<file path="config.mk">
export PLATFORM = sky130hd
export DESIGN_NAME = control_flow_watchdog_top_flat
export DESIGN_NICKNAME = d
export VERILOG_FILES = /design/src/sv/cfw_pkg.sv /design/src/sv/cfw_if.sv /design/src/sv/cfw_core.sv /design/src/sv/control_flow_watchdog_top.sv /design/src/flat_wrapper.sv
export SDC_FILE = /design/constraint.sdc
export NUM_CORES = 1
export LEC_CHECK = 0
export BUFFER_PORTS_ARGS = -buffer_cell sky130_fd_sc_hd__buf_4
export CAP_MARGIN = 15
export CORE_ASPECT_RATIO = 0.8
export CORE_MARGIN = 5
export CORE_UTILIZATION = 30
export CTS_CLUSTER_SIZE = 28
export DETAILED_ROUTE_END_ITERATION = 10
export RECOVER_POWER = 25
export SYNTH_ARGS = -nofsm -noshare
export SYNTH_HDL_FRONTEND = slang
export SYNTH_SLANG_ARGS = --single-unit
</file>
<file path="constraint.sdc">
create_clock -name clk_i -period 6.58 [get_ports clk_i]
set_clock_uncertainty 0.15 [all_clocks]
set_input_delay 0.987 -clock clk_i [delete_from_list [all_inputs] [get_ports clk_i]]
set_output_delay 0.987 -clock clk_i [all_outputs]
set_load 0.02 [all_outputs]
</file>
<file path="src/sv/cfw_pkg.sv">
// ----------------------------------------------------------------------------
// cfw_pkg
// Shared types and constants for the control-flow watchdog.
// ----------------------------------------------------------------------------
package cfw_pkg;

  localparam int unsigned StateW   = 3;
  localparam int unsigned StatusW  = 3;
  localparam int unsigned ElapsedW = 16;
  localparam int unsigned MaskW    = 7;
  localparam int unsigned CfgIdxW  = 3;
  localparam int unsigned CfgDataW = 16;

  // monitored program states
  typedef enum logic [StateW-1:0] {
    ST_START        = 3'd0,
    ST_SORT_PREPARE = 3'd1,
    ST_FIND_MIN     = 3'd2,
    ST_SWAP         = 3'd3,
    ST_NEXT_ROUND   = 3'd4,
    ST_FINISHED     = 3'd5,
    ST_ERROR        = 3'd6,
    ST_UNKNOWN      = 3'd7
  } state_e;

  // watchdog status codes
  typedef enum logic [StatusW-1:0] {
    STS_MONITOR        = 3'd0,
    STS_FINISHED       = 3'd1,
    STS_BAD_TRANSITION = 3'd2,
    STS_TIMEOUT        = 3'd3,
    STS_PROGRAM_ERROR  = 3'd4,
    STS_UNKNOWN        = 3'd5
  } status_e;

  // configuration register indexes
  typedef enum logic [CfgIdxW-1:0] {
    REG_ALLOWED_START   = 3'd0,
    REG_ALLOWED_PREPARE = 3'd1,
    REG_ALLOWED_FINDMIN = 3'd2,
    REG_ALLOWED_SWAP    = 3'd3,
    REG_ALLOWED_NEXTIT  = 3'd4,
    REG_TIMEOUT_TICKS   = 3'd5
  } reg_idx_e;

  localparam logic [MaskW-1:0]    AllowedStartRst   = 7'd2;
  localparam logic [MaskW-1:0]    AllowedPrepareRst = 7'd68;
  localparam logic [MaskW-1:0]    AllowedFindMinRst = 7'd72;
  localparam logic [MaskW-1:0]    AllowedSwapRst    = 7'd80;
  localparam logic [MaskW-1:0]    AllowedNextItRst  = 7'd100;
  localparam logic [ElapsedW-1:0] TimeoutTicksRst   = 16'd5;
  localparam logic [ElapsedW-1:0] ElapsedMax        = 16'hFFFF;

  typedef struct packed {
    logic [MaskW-1:0]    allowed_start;
    logic [MaskW-1:0]    allowed_prepare;
    logic [MaskW-1:0]    allowed_find_min;
    logic [MaskW-1:0]    allowed_swap;
    logic [MaskW-1:0]    allowed_next_round;
    logic [ElapsedW-1:0] timeout_ticks;
  } cfg_t;

  typedef struct packed {
    logic              op;
    logic [StateW-1:0] reported_state;
  } item_t;

  typedef struct packed {
    logic [StatusW-1:0]  status;
    logic [StateW-1:0]   observed_state;
    logic [ElapsedW-1:0] elapsed;
  } result_t;

endpackage

</file>
<file path="src/sv/cfw_if.sv">
// ----------------------------------------------------------------------------
// cfw channel interfaces
// Valid/ready channels for items, results and configuration writes.
// ----------------------------------------------------------------------------
interface cfw_item_if;
  logic                       valid;
  logic                       ready;
  logic                       op;
  logic [cfw_pkg::StateW-1:0] reported_state;

  modport source (output valid, output op, output reported_state, input ready);
  modport sink   (input valid, input op, input reported_state, output ready);
endinterface

interface cfw_result_if;
  logic                         valid;
  logic                         ready;
  logic [cfw_pkg::StatusW-1:0]  status;
  logic [cfw_pkg::StateW-1:0]   observed_state;
  logic [cfw_pkg::ElapsedW-1:0] elapsed;

  modport source (output valid, output status, output observed_state, output elapsed,
                  input ready);
  modport sink   (input valid, input status, input observed_state, input elapsed,
                  output ready);
endinterface

interface cfw_cfg_if;
  logic                         valid;
  logic                         ready;
  logic [cfw_pkg::CfgIdxW-1:0]  index;
  logic [cfw_pkg::CfgDataW-1:0] data;

  modport source (output valid, output index, output data, input ready);
  modport sink   (input valid, input index, input data, output ready);
endinterface

</file>
<file path="src/sv/cfw_core.sv">
// ----------------------------------------------------------------------------
// cfw_core
// Watchdog state and the per-item transition / timeout check.
// ----------------------------------------------------------------------------
module cfw_core (
  input  logic             clk_i,
  input  logic             rst_ni,
  input  logic             en_i,
  input  cfw_pkg::item_t   item_i,
  input  cfw_pkg::cfg_t    cfg_i,
  output cfw_pkg::result_t result_o
);

  logic [cfw_pkg::StateW-1:0]   last_state_q, last_state_d;
  logic [cfw_pkg::ElapsedW-1:0] elapsed_q, elapsed_d;
  logic [cfw_pkg::StatusW-1:0]  halt_status_q, halt_status_d;
  logic                         halted_q, halted_d;

  logic [cfw_pkg::MaskW-1:0]    from_mask;
  logic                         from_checked;
  logic                         target_ok;
  logic [cfw_pkg::ElapsedW-1:0] elapsed_inc;

  // mask of the current state; terminal and unknown states have none
  always_comb begin
    from_mask    = '0;
    from_checked = 1'b1;
    case (cfw_pkg::state_e'(last_state_q))
      cfw_pkg::ST_START:        from_mask = cfg_i.allowed_start;
      cfw_pkg::ST_SORT_PREPARE: from_mask = cfg_i.allowed_prepare;
      cfw_pkg::ST_FIND_MIN:     from_mask = cfg_i.allowed_find_min;
      cfw_pkg::ST_SWAP:         from_mask = cfg_i.allowed_swap;
      cfw_pkg::ST_NEXT_ROUND:   from_mask = cfg_i.allowed_next_round;
      default:                  from_checked = 1'b0;
    endcase
  end

  assign target_ok = from_checked &&
                     (item_i.reported_state != cfw_pkg::StateW'(cfw_pkg::ST_UNKNOWN)) &&
                     from_mask[item_i.reported_state];

  assign elapsed_inc = (elapsed_q == cfw_pkg::ElapsedMax) ? elapsed_q
                                                          : elapsed_q + 16'd1;

  always_comb begin
    last_state_d  = last_state_q;
    elapsed_d     = elapsed_q;
    halt_status_d = halt_status_q;
    halted_d      = halted_q;
    if (!halted_q) begin
      if (item_i.op) begin
        elapsed_d = '0;
        if (item_i.reported_state != last_state_q) begin
          if (target_ok) begin
            last_state_d = item_i.reported_state;
            if (item_i.reported_state == cfw_pkg::StateW'(cfw_pkg::ST_FINISHED)) begin
              halted_d      = 1'b1;
              halt_status_d = cfw_pkg::STS_FINISHED;
            end else if (item_i.reported_state == cfw_pkg::StateW'(cfw_pkg::ST_ERROR)) begin
              halted_d      = 1'b1;
              halt_status_d = cfw_pkg::STS_PROGRAM_ERROR;
            end
          end else begin
            halted_d      = 1'b1;
            halt_status_d = cfw_pkg::STS_BAD_TRANSITION;
          end
        end
      end else begin
        elapsed_d = elapsed_inc;
        // timeout only while in a non-terminal state
        if (from_checked && (elapsed_inc > cfg_i.timeout_ticks)) begin
          halted_d      = 1'b1;
          halt_status_d = cfw_pkg::STS_TIMEOUT;
        end
      end
    end
  end

  always_ff @(posedge clk_i or negedge rst_ni) begin
    if (!rst_ni) begin
      last_state_q  <= cfw_pkg::ST_START;
      elapsed_q     <= '0;
      halt_status_q <= cfw_pkg::STS_MONITOR;
      halted_q      <= 1'b0;
    end else if (en_i) begin
      last_state_q  <= last_state_d;
      elapsed_q     <= elapsed_d;
      halt_status_q <= halt_status_d;
      halted_q      <= halted_d;
    end
  end

  // halt status stays at monitoring until a halt, so it serves as the status
  assign result_o.status         = halted_d ? halt_status_d
                                            : cfw_pkg::StatusW'(cfw_pkg::STS_MONITOR);
  assign result_o.observed_state = last_state_d;
  assign result_o.elapsed        = elapsed_d;

endmodule

</file>
<file path="src/sv/control_flow_watchdog_top.sv">
// ----------------------------------------------------------------------------
// control_flow_watchdog_top
// Control-flow checking watchdog: ticks and state reports in, one status beat
// out per input beat.
// ----------------------------------------------------------------------------
// an input beat passes the input register, then the result register, to reach its result
//   beat; throughput: one beat per cycle while the sink takes results, set by the single
//   compare-and-update pass of the watchdog state
// reset: rst_ni async active low; clears all valids, the watchdog state
//   (START, zero elapsed, monitoring) and loads the default masks and timeout
module control_flow_watchdog_top (
  input  logic          clk_i,
  input  logic          rst_ni,
  cfw_item_if.sink      in_i,
  cfw_result_if.source  out_o,
  cfw_cfg_if.sink       cfg_i
);

  // configuration registers
  cfw_pkg::cfg_t cfg_q;

  // input stage
  logic           in_vld_q;
  cfw_pkg::item_t item_q;

  // result stage
  logic             out_vld_q;
  cfw_pkg::result_t result_q;
  cfw_pkg::result_t result_d;

  logic advance;
  logic in_take;

  // the input stage moves on when the result register is free or drains now
  assign advance = in_vld_q && (!out_vld_q || out_o.ready);
  assign in_take = in_i.valid && in_i.ready;

  assign in_i.ready  = !in_vld_q || advance;
  assign cfg_i.ready = 1'b1;

  // register writes; indexes past the list are dropped
  always_ff @(posedge clk_i or negedge rst_ni) begin
    if (!rst_ni) begin
      cfg_q.allowed_start      <= cfw_pkg::AllowedStartRst;
      cfg_q.allowed_prepare    <= cfw_pkg::AllowedPrepareRst;
      cfg_q.allowed_find_min   <= cfw_pkg::AllowedFindMinRst;
      cfg_q.allowed_swap       <= cfw_pkg::AllowedSwapRst;
      cfg_q.allowed_next_round <= cfw_pkg::AllowedNextItRst;
      cfg_q.timeout_ticks      <= cfw_pkg::TimeoutTicksRst;
    end else if (cfg_i.valid) begin
      case (cfw_pkg::reg_idx_e'(cfg_i.index))
        cfw_pkg::REG_ALLOWED_START:   cfg_q.allowed_start <= cfg_i.data[cfw_pkg::MaskW-1:0];
        cfw_pkg::REG_ALLOWED_PREPARE: cfg_q.allowed_prepare <= cfg_i.data[cfw_pkg::MaskW-1:0];
        cfw_pkg::REG_ALLOWED_FINDMIN: begin
          cfg_q.allowed_find_min <= cfg_i.data[cfw_pkg::MaskW-1:0];
        end
        cfw_pkg::REG_ALLOWED_SWAP:    cfg_q.allowed_swap <= cfg_i.data[cfw_pkg::MaskW-1:0];
        cfw_pkg::REG_ALLOWED_NEXTIT:  begin
          cfg_q.allowed_next_round <= cfg_i.data[cfw_pkg::MaskW-1:0];
        end
        cfw_pkg::REG_TIMEOUT_TICKS:   cfg_q.timeout_ticks <= cfg_i.data;
        default: ;
      endcase
    end
  end

  // input register: valid bit under reset, payload free-running on take
  always_ff @(posedge clk_i or negedge rst_ni) begin
    if (!rst_ni) begin
      in_vld_q <= 1'b0;
    end else if (in_take) begin
      in_vld_q <= 1'b1;
    end else if (advance) begin
      in_vld_q <= 1'b0;
    end
  end

  always_ff @(posedge clk_i) begin
    if (in_take) begin
      item_q.op             <= in_i.op;
      item_q.reported_state <= in_i.reported_state;
    end
  end

  // watchdog state and check; commits only when the beat moves to the result
  cfw_core u_core (
    .clk_i    (clk_i),
    .rst_ni   (rst_ni),
    .en_i     (advance),
    .item_i   (item_q),
    .cfg_i    (cfg_q),
    .result_o (result_d)
  );

  // result register: holds a beat until the sink takes it
  always_ff @(posedge clk_i or negedge rst_ni) begin
    if (!rst_ni) begin
      out_vld_q <= 1'b0;
    end else if (advance) begin
      out_vld_q <= 1'b1;
    end else if (out_o.ready) begin
      out_vld_q <= 1'b0;
    end
  end

  always_ff @(posedge clk_i) begin
    if (advance) begin
      result_q <= result_d;
    end
  end

  assign out_o.valid          = out_vld_q;
  assign out_o.status         = result_q.status;
  assign out_o.observed_state = result_q.observed_state;
  assign out_o.elapsed        = result_q.elapsed;

endmodule
</file>
<file path="src/flat_wrapper.sv">
// flat-port wrapper written by rule: the top's interface ports become plain ports
module control_flow_watchdog_top_flat 
  (clk_i, rst_ni, in_i_valid, in_i_op, in_i_reported_state, in_i_ready, out_o_valid, out_o_status, out_o_observed_state, out_o_elapsed, out_o_ready, cfg_i_valid, cfg_i_index, cfg_i_data, cfg_i_ready);
  cfw_item_if in_i_i ();
  cfw_result_if out_o_i ();
  cfw_cfg_if cfg_i_i ();
  input  logic clk_i;
  input  logic rst_ni;
  input wire logic [$bits(in_i_i.valid)-1:0] in_i_valid;
  input wire logic [$bits(in_i_i.op)-1:0] in_i_op;
  input wire logic [$bits(in_i_i.reported_state)-1:0] in_i_reported_state;
  output wire logic [$bits(in_i_i.ready)-1:0] in_i_ready;
  output wire logic [$bits(out_o_i.valid)-1:0] out_o_valid;
  output wire logic [$bits(out_o_i.status)-1:0] out_o_status;
  output wire logic [$bits(out_o_i.observed_state)-1:0] out_o_observed_state;
  output wire logic [$bits(out_o_i.elapsed)-1:0] out_o_elapsed;
  input wire logic [$bits(out_o_i.ready)-1:0] out_o_ready;
  input wire logic [$bits(cfg_i_i.valid)-1:0] cfg_i_valid;
  input wire logic [$bits(cfg_i_i.index)-1:0] cfg_i_index;
  input wire logic [$bits(cfg_i_i.data)-1:0] cfg_i_data;
  output wire logic [$bits(cfg_i_i.ready)-1:0] cfg_i_ready;
  assign in_i_i.valid = in_i_valid;
  assign in_i_i.op = in_i_op;
  assign in_i_i.reported_state = in_i_reported_state;
  assign in_i_ready = in_i_i.ready;
  assign out_o_valid = out_o_i.valid;
  assign out_o_status = out_o_i.status;
  assign out_o_observed_state = out_o_i.observed_state;
  assign out_o_elapsed = out_o_i.elapsed;
  assign out_o_i.ready = out_o_ready;
  assign cfg_i_i.valid = cfg_i_valid;
  assign cfg_i_i.index = cfg_i_index;
  assign cfg_i_i.data = cfg_i_data;
  assign cfg_i_ready = cfg_i_i.ready;
  control_flow_watchdog_top u_core (.clk_i(clk_i), .rst_ni(rst_ni), .in_i(in_i_i), .out_o(out_o_i), .cfg_i(cfg_i_i));
endmodule
</file>
* Yosys cells after proc, flatten, opt, wreduce, memory -nomap -nowiden
Index checks and enable logic that the tools add are counted.
** Cells by class
- Add/subtract/negate cells :: 1
- Multiply operators :: 0
- Div/mod/pow operators :: 0
- Order comparisons :: 2
- Equal/unequal tests :: 14
- Shifts and indexed selects :: 0
- Muxes and demuxes :: 29
- Bitwise gates (word level) :: 0
- Reduce and logical (&&, ||, !) cells :: 20
** Operators by type and width (number)
- $mux W16 :: 3
- $pmux W7 S5 :: 1
- $mux W3 :: 11
- $add A16 B1 Y16 const B :: 1
- $eq A16 B16 Y1 const B :: 1
- $gt A16 B16 Y1 :: 1
- $eq A3 B3 Y1 const B :: 5
- $mux W1 :: 13
- $eq A3 B2 Y1 const B :: 4
- $reduce_and A2 Y1 :: 6
- $eq A3 B1 Y1 const B :: 2
- $logic_not A3 Y1 :: 2
- $logic_and A1 B1 Y1 :: 5
- $reduce_or A5 Y1 :: 1
- $lt A3 B4 Y1 const B :: 1
- $reduce_bool A2 Y1 :: 2
- $bmux W1 S3 :: 1
- $ne A3 B3 Y1 :: 1
- $ne A3 B3 Y1 const B :: 1
- $logic_not A1 Y1 :: 2
- $logic_or A1 B1 Y1 :: 2
** Storage, ports and cells
- Register bits :: 102
- Latch bits :: 0
- Bits in writable memories :: 0
- ROM bits :: 0
- Input bits :: 28
- Word-level logic and storage cells :: 83
- Memories kept :: 0

* Depth between registers and ports, before layout
- Depth in word-level cells :: 9
- Gate-level depth with buffers :: 16
- Gate-level depth less buffers :: 14

* By module
Synthesis repeated with hierarchy kept, for this count alone.
** Unflattened totals
- Cell total of the unflattened synthesis :: 503
- Area total of the unflattened synthesis :: 5566.6 um^2
** By module, submodules not included
- control_flow_watchdog_top :: times used 1, cells an instance 149, area an instance 2856.5 um^2
- cfw_core :: times used 1, cells an instance 354, area an instance 2710.1 um^2

* Worst setup path before layout
Ideal clock, no wire load.
- Path kind :: register to register
- Start :: register u_core.u_core.elapsed_q[1] (netlist bit)
- End :: register u_core.result_q, in the netlist u_core.out_o.status[0] (data pin)
- Setup time :: 0.267 ns
- Arrival :: 3.283 ns
- Required time :: 6.163 ns
- Slack :: 2.879 ns
- Stages on the path, launching flop included :: 15
- Path buffers :: 1
- Cell sequence :: dfrtp_1 ha_1 and3_1 and3_1 clkbuf_1 or4_1 nand2_1 ha_1 nand3_1 or4_1 o21a_1 o32ai_1 a211o_1 nor2b_1 nor3_2
** Between the ends
- Cells in the longest elaborated chain, start to end :: 7
** Ends and longest elaborated chain
- start, declared :: RTL line cfw_core.sv:15 : logic [cfw_pkg::ElapsedW-1:0] elapsed_q, elapsed_d;
- start signal, assigned :: RTL line cfw_core.sv:87 : elapsed_q <= elapsed_d;
- $add A16 B1 Y16 / $eq A16 B16 Y1 (equally long branches) :: RTL line cfw_core.sv:43, cfw_core.sv:42
- $mux W16 * :: RTL line cfw_core.sv:42 : assign elapsed_inc = (elapsed_q == cfw_pkg::ElapsedMax) ? elapsed_q
- $gt A16 B16 Y1 * :: RTL line cfw_core.sv:71 : if (from_checked && (elapsed_inc > cfg_i.timeout_ticks)) begin
- $logic_and A1 B1 Y1 * :: RTL line cfw_core.sv:71
- $mux W3 / $mux W1 (equally long branches) :: RTL line cfw_core.sv:71
- $mux W3 / $mux W1 (equally long branches) :: RTL line cfw_core.sv:51 : if (item_i.op) begin
- $mux W3 / $mux W1 (equally long branches) :: RTL line cfw_core.sv:50 : if (!halted_q) begin
- end signal, assigned :: RTL line control_flow_watchdog_top.sv:108 : result_q <= result_d;
- end, declared :: RTL line control_flow_watchdog_top.sv:28 : cfw_pkg::result_t result_q;
Every way passes the cells marked *; elsewhere a longest branch is shown, timed or not.
A chain may end at the register's enable or synchronous reset.

* Worst setup path after layout
- Start :: register u_core.u_core.elapsed_q[6] (netlist bit)
- End :: register u_core.result_q, in the netlist u_core.out_o.status[0] (data pin)
The elaborated chain is that of the path after synthesis.

==> flow_results.org <==
** STA
- Number of endpoints with negative hold slack in the final report :: 0
- Headroom to the max-slew limit came out at -175.0%.
- Subtracting the final worst setup slack from the clock period gives ~4.6 ns.
- Summed over all failing endpoints, the final setup total negative slack is 0 ns.
- Actual slew at the worst max-slew pin :: 4.125 ns
- Number of max-slew violations in the final report :: 77
- Derived from the worst setup path, the maximum achievable clock frequency is 215.7 MHz.
- Final clock period utilization by the worst path :: 70.47%
- Setup violations remaining at the end of the flow were counted as 0.
- Final Worst Setup Slack :: 1.943 ns
- Setup repair after global routing left no endpoint under its margin.

** Pwr
- The analysis attributes to cell leakage a power of 2.645 nW.
- The worst-case IR drop observed on VDD is 0.1245 mV.
- Power spread over the standard cell area amounts to 242.2 nW/um2.
- Total power draw :: 0.001528 W

** Drt
- Number of vias per cell after detailed routing :: 5.054
- Routed wirelength normalized by instance count :: 15.75 um
- For this block, the via count after detailed routing is about 3900.
- Routed Antenna Nets :: 0
- Wire length after detailed routing :: 12290 um
- First-pass iteration count of the detailed router :: 4
- Drt first-iter violations :: ~230
- For this run, design rule violations remaining after detail routing come to 0.

** Floorplan
- Die span in x :: 161.1 um
- For this configuration, the core starts out at a cell density of between 30% and 40%.
- Core box area :: 18060 um2
- The initialized floorplan defines 44 standard-cell rows.
- Pin placement for this block handled 53 I/O pins.
- In this run the vertical extent of the chip is 130.9 um.
- The die covers between 20000 and 25000 um2.

** Cells and area
- For this run, the share of the core covered by cells in the final layout is about a third.
- Compared with the post-synthesis result, the final layout area differs by 15.12%.
- The post-route netlist has 27.64% of its cells at a drive strength greater than 1.
- Diodes inserted :: 0
- The filler cells instantiated in the layout total 1802.
- Final net count :: 590

** Critical path
- Along the worst path, the maximum fanout reaches 12.
- The endpoint identified for the worst register-to-register timing path is u_core.out_o.status[0]$_SDFFCE_PN0P_.
- Category of the most critical setup path :: flip-flop to flip-flop
- For the worst setup path, the data arrival time is roughly 4.6 ns.
- Walking the worst path, the cells encountered are nand4_1 > nor4_2 > nand3_1 > nand2b_1 > or3_1 > nand2_1 > ha_1 > nand3_1 > or4_1 > o21a_1 > o32ai_1 > a211o_1 > nor2b_1 > nor3_2.
- Following the worst setup path forward leads to its endpoint at u_core.out_o.status[0]$_SDFFCE_PN0P_.
- STA puts the critical path data required time at 6.51 ns.
- Counting stages on the worst path, the most repeated cell is sky130_fd_sc_hd__nand3_1.
- Reg2reg setup slack :: approximately 1.9 ns
- The largest single stage delay on the critical path is 0.58 ns.
- The worst setup path is launched from a flip-flop.
- Critical path launch point :: u_core.u_core.elapsed_q[6]$_DFFE_PN0P_
- Critical Path Slowest Stage Cell :: sky130_fd_sc_hd__or4_1
- Reg2reg path depth :: 14
- The worst setup path is captured at a flip-flop.
- The startpoint identified for the worst register-to-register timing path is u_core.u_core.elapsed_q[6]$_DFFE_PN0P_.

** Synthesis
- After synthesis, the cell types taking the most area are sky130_fd_sc_hd__dfrtp_1 29%, sky130_fd_sc_hd__edfxtp_1 14%, sky130_fd_sc_hd__mux2_2 12%.
- The largest total area in the synthesized netlist belongs to sky130_fd_sc_hd__dfrtp_1.
- Leading register cell type out of synthesis :: sky130_fd_sc_hd__dfrtp_1
- Count of mapped cells out of synthesis :: 508
- The cell area that synthesis handed to floorplanning was 5479 um2.
- The Yosys step of the flow raised 0 warnings.
- Distinct cell type count of the synthesized netlist :: between 50 and 60
- EDFF count, synth :: 26
- Dividing the synthesized area by the synthesized cell count gives approximately 11 um2.
- For this run, asynchronously set or reset flops after synthesis account for 74.51%.
- Sequential cells were found to cover 49.23% of the synthesized design area.
- FF+latch count, synth :: 102
- Area share of the leading cell type in the synthesized netlist :: 29.23%
- The number of nets handed over by synthesis was 553.

** CTS
- Sinks on the clock net :: 102
- Master cell of the clock root buffer :: sky130_fd_sc_hd__clkbuf_16
- Clock tree synthesis inserted a total of 9 buffers.
- CTS clock-pin slew for the worst setup and hold paths :: 0.07 ns
- Clock tree from TritonCTS :: built
- Post-CTS repair timing setup buffer count :: 0
- Worst-skew pair later-pin latency :: 0.35 ns
- Count of H-tree levels built during CTS :: 3
- Number of buffers inserted for hold repair after clock tree synthesis :: 0
- Clk buf depth :: 2
- The number of gates resized after CTS was 0.

** Global routing
- Initial antenna violation count :: 0
- After global routing the overflow that remains totals 0.
- Wire length of the first global-routing pass :: 20240 um
- GRT Resource Usage Total :: 11.94%
- Maximum number of pins on one net before global-route repair :: 77
- Via count of the first global-routing pass :: 3867

** Placement
- Setup slack at placement :: a little over 2 ns
- After legalization and detailed placement, the total HPWL measured between 8000 and 9000 um.
- At the end of routability-driven placement, the weighted congestion stood at 0.8608.
- Number of buffers inserted by port buffering :: 51

** Outcome
- Violations in the final reports :: capacitance limit, slew limit
- Status :: complete, but fails checks

** Hold path
- The min-delay analysis places its worst path in the category flip-flop to flip-flop.

** Run
- Count of maximum capacitance violations :: 1
[report_power, final]
| part | internal, W | switching (W) | leakage [nW] |
|---|---|---|---|
| clock network | 0.000261 | 0.000242 | 0.141 |
| registers | 0.000743 | 0.0000440 | 1.14 |
| logic | 0.000121 | 0.000116 | 1.37 |
[metal layers]
metal | vias to the layer above | routed length [um] | GRT usage [%] | share of wire (%)
met2 | 95 | 5390 | 18.48 | 44
li1 | 1915 | - | - | -
met3 | 7 | 712 | 2.948 | 5.8
met4 | 0 | 87 | 2.407 | 0.71
met5 | - | 0 | 0 | 0
met1 | 1925 | 6095 | 17.16 | 50
[metrics by stage]
stage | hold slack (ns) | std cells | cell area, um2
after floorplan | 0.3072 | 508 | 5479
after global placement | 0.3248 | 764 | 6032
after detailed placement | 0.3401 | 764 | 6032
after CTS | 0.3595 | 780 | 6311
after global routing | 0.3721 | 780 | 6307
final | 0.3493 | 780 | 6307
[logic make-up after synthesis]
kind of cell	after synthesis	synth area share, %
AOI/OAI and AO/OA	106	12.86
other	1	0.06844
and+or+nand+nor	147	13.95
DFF	102	49.24
muxes	70	14.14
buffers and inverters	58	4.750
adders and majority gates	17	3.882
xor gates and xnor gates	7	1.119
[how the worst min path moves through the flow]
stage                            startpoint                              to  slack (ns)  depth (start not counted)
2_1_floorplan   u_core.in_vld_q$_DFFE_PN0P_  u_core.out_o.valid$_DFFE_PN0P_        0.31                          1
3_3_place_gp    u_core.in_vld_q$_DFFE_PN0P_  u_core.out_o.valid$_DFFE_PN0P_        0.32                          1
3_5_place_dp   u_core.cfg_q[17]$_DFFE_PN0P_    u_core.cfg_q[17]$_DFFE_PN0P_        0.34                          1
4_1_cts         u_core.in_vld_q$_DFFE_PN0P_  u_core.out_o.valid$_DFFE_PN0P_        0.36                          1
5_1_grt        u_core.cfg_q[10]$_DFFE_PN0P_    u_core.cfg_q[10]$_DFFE_PN0P_        0.37                          1
6_report        u_core.in_vld_q$_DFFE_PN0P_  u_core.out_o.valid$_DFFE_PN0P_        0.35                          1
[sequential cells by signal, summed over array words and instances (netlist names)]
| register | count |
|---|---|
| u_core.cfg_q | 51 |
| u_core.in_vld_q | 1 |
| u_core.item_q | 4 |
| u_core.out_o.elapsed | 16 |
| u_core.out_o.observed_state | 3 |
| u_core.out_o.status | 3 |
| u_core.out_o.valid | 1 |
| u_core.u_core.elapsed_q | 16 |
| u_core.u_core.halt_status_q | 3 |
| u_core.u_core.halted_q | 1 |
| u_core.u_core.last_state_q | 3 |
[synthesized netlist by cell type, types with 4 or more instances]
cell type                  instances
sky130_fd_sc_hd__and2_1            4
sky130_fd_sc_hd__mux2i_1          11
sky130_fd_sc_hd__buf_2             7
sky130_fd_sc_hd__nand2_1          37
sky130_fd_sc_hd__xor2_1            4
sky130_fd_sc_hd__o21ai_0          20
sky130_fd_sc_hd__nor2b_1          10
sky130_fd_sc_hd__a21oi_1          24
sky130_fd_sc_hd__a31oi_1           5
sky130_fd_sc_hd__edfxtp_1         26
sky130_fd_sc_hd__nand3b_1          4
sky130_fd_sc_hd__and3_1            5
sky130_fd_sc_hd__inv_1            28
sky130_fd_sc_hd__o31ai_1           5
sky130_fd_sc_hd__nand3_1          18
sky130_fd_sc_hd__clkbuf_1         17
sky130_fd_sc_hd__o22ai_1           8
sky130_fd_sc_hd__ha_1             17
sky130_fd_sc_hd__a22o_1            5
sky130_fd_sc_hd__nor2_1           29
sky130_fd_sc_hd__nor3_1            8
sky130_fd_sc_hd__o21a_1           13
sky130_fd_sc_hd__mux2_2           59
sky130_fd_sc_hd__nand2b_1          8
sky130_fd_sc_hd__dfstp_2          12
sky130_fd_sc_hd__dfrtp_1          64
[layout by cell type (no fill, tap or decap), types with 12 or more instances in the layout]
master,n
sky130_fd_sc_hd__dfrtp_1,64
sky130_fd_sc_hd__inv_1,28
sky130_fd_sc_hd__dfstp_2,12
sky130_fd_sc_hd__buf_4,50
sky130_fd_sc_hd__edfxtp_1,26
sky130_fd_sc_hd__mux2_2,59
sky130_fd_sc_hd__o21ai_0,20
sky130_fd_sc_hd__nand3_1,18
sky130_fd_sc_hd__a21oi_1,24
sky130_fd_sc_hd__nand2_1,37
sky130_fd_sc_hd__ha_1,17
sky130_fd_sc_hd__o21a_1,13
sky130_fd_sc_hd__nor2_1,29
[critical path: cells and delay by family (launching register included)]
| kind | cells | cell delay [ns] |
|---|---|---|
| AND/OR/NAND/NOR | 10 | 2.70 |
| AO/OA/AOI/OAI | 3 | 0.75 |
| flip-flops | 1 | 0.50 |
| adder cells (fa/ha/maj) | 1 | 0.28 |
[area by class of cell]
cell class / instances / area, um2 / share of cell area (%)
Clock inverter: 7 / 53.80 / 0.8530
Inverter: 28 / 105.1 / 1.666
Timing Repair Buffer: 56 / 416.7 / 6.606
Clock buffer: 9 / 225.2 / 3.571
Tap cell: 230 / 287.8 / 4.563
Sequential cell: 102 / 2698 / 42.77
Multi-Input combinational cell: 348 / 2521 / 39.97
Note: power is estimated with default switching activity, not from simulation.
